<file path="config.mk">
export PLATFORM = sky130hd
export DESIGN_NAME = intel_hex_record_parser
export DESIGN_NICKNAME = d
export VERILOG_FILES = /design/src/hw/rtl/ihex_pkg.sv /design/src/hw/rtl/intel_hex_record_parser.sv
export SDC_FILE = /design/constraint.sdc
export NUM_CORES = 1
export LEC_CHECK = 0
export BUFFER_PORTS_ARGS = -buffer_cell sky130_fd_sc_hd__buf_2
export CAP_MARGIN = 20
export CORE_MARGIN = 5
export CORE_UTILIZATION = 25
export CTS_CLUSTER_DIAMETER = 200
export DETAILED_ROUTE_END_ITERATION = 12
export SLEW_MARGIN = 10
export SYNTH_ARGS = -nofsm -noshare
export SYNTH_HDL_FRONTEND = slang
export SYNTH_SLANG_ARGS = --single-unit
</file>
<file path="constraint.sdc">
create_clock -name clk -period 9.6 [get_ports clk]
set_clock_uncertainty 0.2 [all_clocks]
set_input_delay 1.44 -clock clk [delete_from_list [all_inputs] [get_ports clk]]
set_output_delay 1.44 -clock clk [all_outputs]
set_load 0.01 [all_outputs]
</file>
<file path="src/hw/rtl/ihex_pkg.sv">
package ihex_pkg;

    localparam int COUNT_WIDTH = 10;
    localparam logic [COUNT_WIDTH-1:0] COUNT_MAX = {COUNT_WIDTH{1'b1}};

    localparam logic [7:0] START_CODE    = 8'h3A;
    localparam int         ASCII_MIN_LEN = 11;
    localparam int         BIN_OVERHEAD  = 6;

    localparam logic [7:0] RESET_MAX_TYPE = 8'd5;

    localparam int PADDR_WIDTH = 3;

    typedef enum logic [0:0] {
        REG_ASCII_MODE = 1'b0,
        REG_MAX_TYPE   = 1'b1
    } reg_index_t;

    typedef enum logic [2:0] {
        ST_OK        = 3'd0,
        ST_BAD_START = 3'd1,
        ST_BAD_LEN   = 3'd2,
        ST_BAD_TYPE  = 3'd3,
        ST_BAD_CSUM  = 3'd4
    } status_t;

    // Non-hex characters decode as zero.
    function automatic logic [3:0] hex_digit(input logic [7:0] c);
        logic [7:0] d;
        begin
            d = 8'h00;
            if (c >= "0" && c <= "9")
            begin
                d = c - 8'h30;
            end
            else if (c >= "A" && c <= "F")
            begin
                d = c - 8'h37;
            end
            else if (c >= "a" && c <= "f")
            begin
                d = c - 8'h57;
            end
            return d[3:0];
        end
    endfunction

endpackage

</file>
<file path="src/hw/rtl/intel_hex_record_parser.sv">
// Hex-record parser. Takes one word per cycle on s_* (a character in ASCII
// mode, a raw byte in binary mode, tlast on the record's final word). Each word
// passes an input register and a combinational decode into the output register,
// and a new word is taken every cycle while m_tready is high; a stalled output
// holds both stages. Data bytes come out with m_tuser low; the final word
// gives one status word (m_tuser high) and clears the record state. Record
// state is held between words, so stalls never change results.
module intel_hex_record_parser
(
    input  logic        clk,
    input  logic        rst_n,

    input  logic        s_tvalid,
    output logic        s_tready,
    input  logic [7:0]  s_tdata,    // in_byte
    input  logic        s_tlast,    // last_char

    output logic        m_tvalid,
    input  logic        m_tready,
    // data_byte[7:0], data_index[15:8], status[18:16], hdr_length[26:19],
    // load_address[42:27], hdr_type[50:43], checksum_field[58:51], zero pad
    output logic [63:0] m_tdata,
    output logic        m_tuser,    // is_status

    input  logic                               psel,
    input  logic                               penable,
    input  logic                               pwrite,
    input  logic [ihex_pkg::PADDR_WIDTH-1:0]   paddr,
    input  logic [31:0]                        pwdata,
    output logic [31:0]                        prdata,
    output logic                               pready
);

    localparam int CW = ihex_pkg::COUNT_WIDTH;

    // configuration
    logic       ascii_mode_reg;
    logic [7:0] max_type_reg;
    logic       cfg_write;
    ihex_pkg::reg_index_t cfg_index;

    assign pready    = 1'b1;
    assign cfg_write = psel & penable & pwrite;
    assign cfg_index = ihex_pkg::reg_index_t'(paddr[2]);

    always_ff @(posedge clk or negedge rst_n)
    begin
        if (!rst_n)
        begin
            ascii_mode_reg <= 1'b1;
            max_type_reg   <= ihex_pkg::RESET_MAX_TYPE;
        end
        else if (cfg_write)
        begin
            unique case (cfg_index)
                ihex_pkg::REG_ASCII_MODE: ascii_mode_reg <= pwdata[0];
                ihex_pkg::REG_MAX_TYPE:   max_type_reg   <= pwdata[7:0];
                default:                  ;
            endcase
        end
    end

    always_comb
    begin
        unique case (cfg_index)
            ihex_pkg::REG_ASCII_MODE: prdata = {31'd0, ascii_mode_reg};
            ihex_pkg::REG_MAX_TYPE:   prdata = {24'd0, max_type_reg};
            default:                  prdata = 32'd0;
        endcase
    end

    // input register
    logic       in_valid_reg;
    logic [7:0] in_byte_reg;
    logic       in_last_reg;
    logic       advance;
    logic       out_valid_reg;

    assign advance  = in_valid_reg & (~out_valid_reg | m_tready);
    assign s_tready = ~in_valid_reg | advance;

    always_ff @(posedge clk or negedge rst_n)
    begin
        if (!rst_n)
        begin
            in_valid_reg <= 1'b0;
        end
        else if (s_tready)
        begin
            in_valid_reg <= s_tvalid;
        end
    end

    always_ff @(posedge clk)
    begin
        if (s_tready && s_tvalid)
        begin
            in_byte_reg <= s_tdata;
            in_last_reg <= s_tlast;
        end
    end

    // record state
    logic [CW-1:0] count_reg,   count_next;
    logic          start_ok_reg, start_ok_next;
    logic [7:0]    length_reg,  length_next;
    logic [15:0]   address_reg, address_next;
    logic [7:0]    type_reg,    type_next;
    logic [7:0]    sum_reg,     sum_next;
    logic [3:0]    nibble_reg,  nibble_next;
    logic [7:0]    prev_reg,    prev_next;

    // decode
    logic          have_byte;
    logic [7:0]    dbyte;
    logic [CW-1:0] kpos;
    logic [CW-1:0] kdata;
    logic          have_data;
    logic [7:0]    chk;
    logic [CW:0]   len;
    logic [CW:0]   ascii_n;
    logic [CW:0]   bin_n;
    ihex_pkg::status_t status;
    logic          has_result;
    logic [63:0]   result_data;

    always_comb
    begin
        have_byte = 1'b0;
        dbyte     = in_byte_reg;
        kpos      = count_reg - CW'(1);
        if (count_reg != '0)
        begin
            if (ascii_mode_reg)
            begin
                have_byte = ~count_reg[0];
                dbyte     = {nibble_reg, ihex_pkg::hex_digit(in_byte_reg)};
                kpos      = (count_reg >> 1) - CW'(1);
            end
            else
            begin
                have_byte = 1'b1;
            end
        end
    end

    assign kdata = kpos - CW'(4);

    always_comb
    begin
        start_ok_next = start_ok_reg;
        length_next   = length_reg;
        address_next  = address_reg;
        type_next     = type_reg;
        sum_next      = sum_reg;
        nibble_next   = nibble_reg;
        have_data     = 1'b0;

        if (count_reg == '0)
        begin
            start_ok_next = (in_byte_reg == ihex_pkg::START_CODE);
        end
        else if (ascii_mode_reg && count_reg[0])
        begin
            nibble_next = ihex_pkg::hex_digit(in_byte_reg);
        end

        if (have_byte)
        begin
            priority if (kpos == CW'(0))
            begin
                length_next = dbyte;
                sum_next    = sum_reg + dbyte;
            end
            else if (kpos == CW'(1))
            begin
                address_next[15:8] = dbyte;
                sum_next           = sum_reg + dbyte;
            end
            else if (kpos == CW'(2))
            begin
                address_next[7:0] = dbyte;
                sum_next          = sum_reg + dbyte;
            end
            else if (kpos == CW'(3))
            begin
                type_next = dbyte;
                sum_next  = sum_reg + dbyte;
            end
            else if (kdata < {{(CW-8){1'b0}}, length_reg})
            begin
                have_data = 1'b1;
                sum_next  = sum_reg + dbyte;
            end
            else
            begin
                have_data = 1'b0;
            end
        end
    end

    // end-of-record checks use the state as updated by the final word
    assign len     = {1'b0, count_reg} + (CW+1)'(1);
    assign ascii_n = (len - (CW+1)'(ihex_pkg::ASCII_MIN_LEN)) >> 1;
    assign bin_n   = len - (CW+1)'(ihex_pkg::BIN_OVERHEAD);
    assign chk     = ascii_mode_reg
                   ? {ihex_pkg::hex_digit(prev_reg), ihex_pkg::hex_digit(in_byte_reg)}
                   : in_byte_reg;

    always_comb
    begin
        status = ihex_pkg::ST_OK;
        if (ascii_mode_reg)
        begin
            priority if (len < (CW+1)'(ihex_pkg::ASCII_MIN_LEN))
                status = ihex_pkg::ST_BAD_LEN;
            else if (!start_ok_next)
                status = ihex_pkg::ST_BAD_START;
            else if ({{(CW-7){1'b0}}, length_next} != ascii_n)
                status = ihex_pkg::ST_BAD_LEN;
            else
                status = ihex_pkg::ST_OK;
        end
        else
        begin
            priority if (!start_ok_next)
                status = ihex_pkg::ST_BAD_START;
            else if (len < (CW+1)'(ihex_pkg::BIN_OVERHEAD)
                     || {{(CW-7){1'b0}}, length_next} != bin_n)
                status = ihex_pkg::ST_BAD_LEN;
            else
                status = ihex_pkg::ST_OK;
        end
        if (status == ihex_pkg::ST_OK && type_next > max_type_reg)
            status = ihex_pkg::ST_BAD_TYPE;
        if (status == ihex_pkg::ST_OK && (8'd0 - sum_next) != chk)
            status = ihex_pkg::ST_BAD_CSUM;
    end

    always_comb
    begin
        if (in_last_reg)
        begin
            has_result  = 1'b1;
            result_data = {5'd0, chk, type_next, address_next, length_next,
                           status, 8'd0, 8'd0};
        end
        else
        begin
            has_result  = have_data;
            result_data = {48'd0, kdata[7:0], dbyte};
        end
    end

    always_comb
    begin
        if (in_last_reg)
        begin
            count_next = '0;
            prev_next  = 8'd0;
        end
        else
        begin
            count_next = (count_reg == ihex_pkg::COUNT_MAX) ? count_reg
                                                            : count_reg + CW'(1);
            prev_next  = in_byte_reg;
        end
    end

    always_ff @(posedge clk or negedge rst_n)
    begin
        if (!rst_n)
        begin
            count_reg    <= '0;
            start_ok_reg <= 1'b0;
            length_reg   <= 8'd0;
            address_reg  <= 16'd0;
            type_reg     <= 8'd0;
            sum_reg      <= 8'd0;
            nibble_reg   <= 4'd0;
            prev_reg     <= 8'd0;
        end
        else if (advance)
        begin
            count_reg <= count_next;
            prev_reg  <= prev_next;
            if (in_last_reg)
            begin
                start_ok_reg <= 1'b0;
                length_reg   <= 8'd0;
                address_reg  <= 16'd0;
                type_reg     <= 8'd0;
                sum_reg      <= 8'd0;
                nibble_reg   <= 4'd0;
            end
            else
            begin
                start_ok_reg <= start_ok_next;
                length_reg   <= length_next;
                address_reg  <= address_next;
                type_reg     <= type_next;
                sum_reg      <= sum_next;
                nibble_reg   <= nibble_next;
            end
        end
    end

    // output register
    logic [63:0] out_data_reg;
    logic        out_user_reg;

    always_ff @(posedge clk or negedge rst_n)
    begin
        if (!rst_n)
        begin
            out_valid_reg <= 1'b0;
        end
        else if (advance)
        begin
            out_valid_reg <= has_result;
        end
        else if (m_tready)
        begin
            out_valid_reg <= 1'b0;
        end
    end

    always_ff @(posedge clk)
    begin
        if (advance && has_result)
        begin
            out_data_reg <= result_data;
            out_user_reg <= in_last_reg;
        end
    end

    assign m_tvalid = out_valid_reg;
    assign m_tdata  = out_data_reg;
    assign m_tuser  = out_user_reg;

endmodule
</file>
==> run summary <==
Status = finished, final reports clean
Initial antenna violation count = 0
First-pass GRT wire length = 39.7 mm
Pwr/cell area = 225 nW/um^2
First-pass iteration count of the detailed router = 5
Std cell rows = 70
Vias post-DR = 7,323
Largest area contributor in the netlist = edfxtp_1
WP data arrival = 7.77 ns
FFs w/ async S/R, synth = 0.517
Buffer depth of the longest clock path = 2
Final setup TNS = 0 ns
Fmax = 130 MHz
CP Capture Type = register
Post-synthesis sequential area ratio = 0.430
Final GP Congestion = 0.852
Yosys top cell area share = 0.227
Most used DFF post-synth = dfrtp_1
Ys Warns = 0
Power Total = 0.00236 W
HPWL after DPL = 18.2 mm
Cts-stage hold buffer count = 0
Required time of the critical path = 9.69 ns
Vias in the first global route = 6,919
Drt total wl = 25.0 mm
Total Routing Usage GR = 0.122
CTS tree = yes
Min Tclk post-route = 7.68 ns
Slew Limit Fails = 0
Most common library cells after synthesis = nand2_1 (102), nor2_1 (82), dfrtp_1 (71)
Worst-Skew Late Latency = 0.43 ns
Cells after Synth = 969
Max rail drop VDD = 0.139 mV
Fin nets = 1,139
Final hold violation count = 0
CP Max Fanout = 26
Die width = 201 microns
Area Overhead vs Synth = 15.2%
Die area = 40,400 sq um
Clk root buf = clkbuf_16
#FFs+latches synth = 143
Die height = 201 microns
Util after Layout = 0.289
Initial Utilization = 0.251
Worst min path class = register to register
Cell with the most instances after synthesis = nand2_1
Port Buf Inserts = 94
Total CTS buffers = 17
1st-iter DRT viols = 601
Syn_area_per_cell = 9.42 sq um
Core area = 36,300 sq um
Max_cap viols = 0
Count of different cell masters after synthesis = 80
RSZ-0062 raised after global routing = no
Synthesized cell area = 9120 sq um
WL/cell = 16.4 microns
Leak = 4.42 nW
Count of final setup violators = 0
GRT overflow = 0
Critical path class = register to register
Filler cells = 3,835
Startpoint types = register
Clock sinks = 143
Post CTS Setup Buffer Count = 0
Post-route ant nets = 0
Synth top area cells = edfxtp_1 (23%), dfrtp_1 (19%), ha_1 (5.8%), nand2_1 (4.2%), xnor2_1 (3.9%)
Routed vias/inst = 4.80
Clk slew on worst S/H paths = 0.07 ns
# diodes = 0
Slew @ Worst Pin = 0.968 ns
Largest net degree at the start of global routing = 75
Post-synth EDFFs = 69
IO Count = 151
Layout cells sized above 1 = 0.163
Final period utilization = 0.800
CTS resizes = 0
DRC errors left = 0
Max FFs per register = 59
Number of H-tree levels = 4
Slew headroom = 0.354
[logic make-up (layout without fill, tap and decap cells)]
| group | count (synthesis) | count (layout) | share of synthesized area |
|---|---|---|---|
| compound gates | 230 | 230 | 0.166 |
| xor+xnor | 64 | 64 | 0.0623 |
| fa+ha+maj | 43 | 43 | 0.0598 |
| buf+inv | 130 | 191 | 0.0695 |
| flops | 143 | 143 | 0.430 |
| mux | 33 | 33 | 0.0381 |
| other cells | 2 | 30 | 0.000823 |
| simple gates | 324 | 324 | 0.173 |
[final timing paths]
check | from | to | slack (ns) | cells past startpoint
hold / removal | address_reg[15] | address_reg[15] | 0.28 | 2
hold reg to reg | address_reg[15] | address_reg[15] | 0.28 | 2
max in group asynchronous | rst_n | max_type_reg[2] | 7.88 | 2
setup / recovery | count_reg[0] | m_tdata[18] | 1.92 | 26
min in group asynchronous | rst_n | prev_reg[3] | 0.68 | 1
setup reg to reg | count_reg[0] | m_tdata[18] | 1.92 | 26
[stage by stage]
stage | setup slack, ns | std cells | instance area [sq um] | hold WS [ns]
4_1_cts | 2.04 | 1524 | 10500 | 0.278
6_report | 1.92 | 1526 | 10500 | 0.279
3_5_place_dp | 2.08 | 1492 | 9930 | 0.263
3_3_place_gp | 2.04 | 1492 | 9930 | 0.255
2_1_floorplan | 2.53 | 997 | 9230 | 0.242
5_1_grt | 1.36 | 1526 | 10500 | 0.300
[layer usage]
layer  global-route usage  vias to the layer above  wire length, microns
li1                     -                     3532                     -
met1                0.176                     3564                 11900
met2                0.187                      212                 11400
met3               0.0257                       15                  1520
met4               0.0295                        0                   241
met5                    0                        -                     0
[critical path, cell delays in order (launching register included)]
cell	delay [ns]
dfrtp_1	0.79
inv_1	0.28
ha_1	0.30
or3b_2	0.29
o31a_1	0.68
nand3_1	0.23
a21oi_1	0.39
nand2_1	0.12
xnor2_1	0.38
ha_1	0.21
nand2_1	0.05
o21ai_0	0.30
nor4b_1	0.09
nor3_1	0.51
o21ai_0	0.25
a32oi_2	0.22
buf_4	0.31
mux2i_2	0.36
ha_1	0.29
inv_1	0.09
nor3_1	0.15
o21ai_0	0.10
and3_1	0.16
a2111oi_0	0.33
a211oi_1	0.09
a41oi_1	0.17
o31a_1	0.17
[cell type report]
class,instances,area (sq um),share of cell area
clock buffers,18,429,0.0408
clock inverters,14,111,0.0106
inverters,53,199,0.0189
multi-input cells,724,4670,0.445
flip-flops and latches,143,3930,0.374
well taps,468,586,0.0557
repair buffers,106,579,0.0551
[where the power goes]
| group | leakage (nW) | switching, W | total (W) | internal, W |
|---|---|---|---|---|
| clock network | 0.268 | 0.000281 | 0.000616 | 0.000335 |
| registers | 1.66 | 0.0000725 | 0.000791 | 0.000718 |
| logic | 2.49 | 0.000588 | 0.000958 | 0.000370 |
| total | 4.42 | 0.000942 | 0.00236 | 0.00142 |
[layout by cell type, fill, tap and decap left out, types with 9 or more instances in the layout]
master     synthesis  layout
ha_1              42      42
edfxtp_1          69      69
nand2b_1           9       9
xnor2_1           41      41
xor2_1            22      22
clkbuf_16          0      17
nor2_1            82      81
a22o_1            23      23
buf_4             30      11
nor3_1            18      18
o21ai_0           64      64
mux2i_1           21      21
a211oi_1          15      15
buf_2              3      93
a21oi_1           58      58
or3_1              9       9
conb_1             2      30
nand2_1          102     102
dfrtp_1           71      71
and2_1            29      29
nand3_1           21      21
inv_1             52      52
mux2_2            10      10
Note: power is estimated with default switching activity, not from simulation.
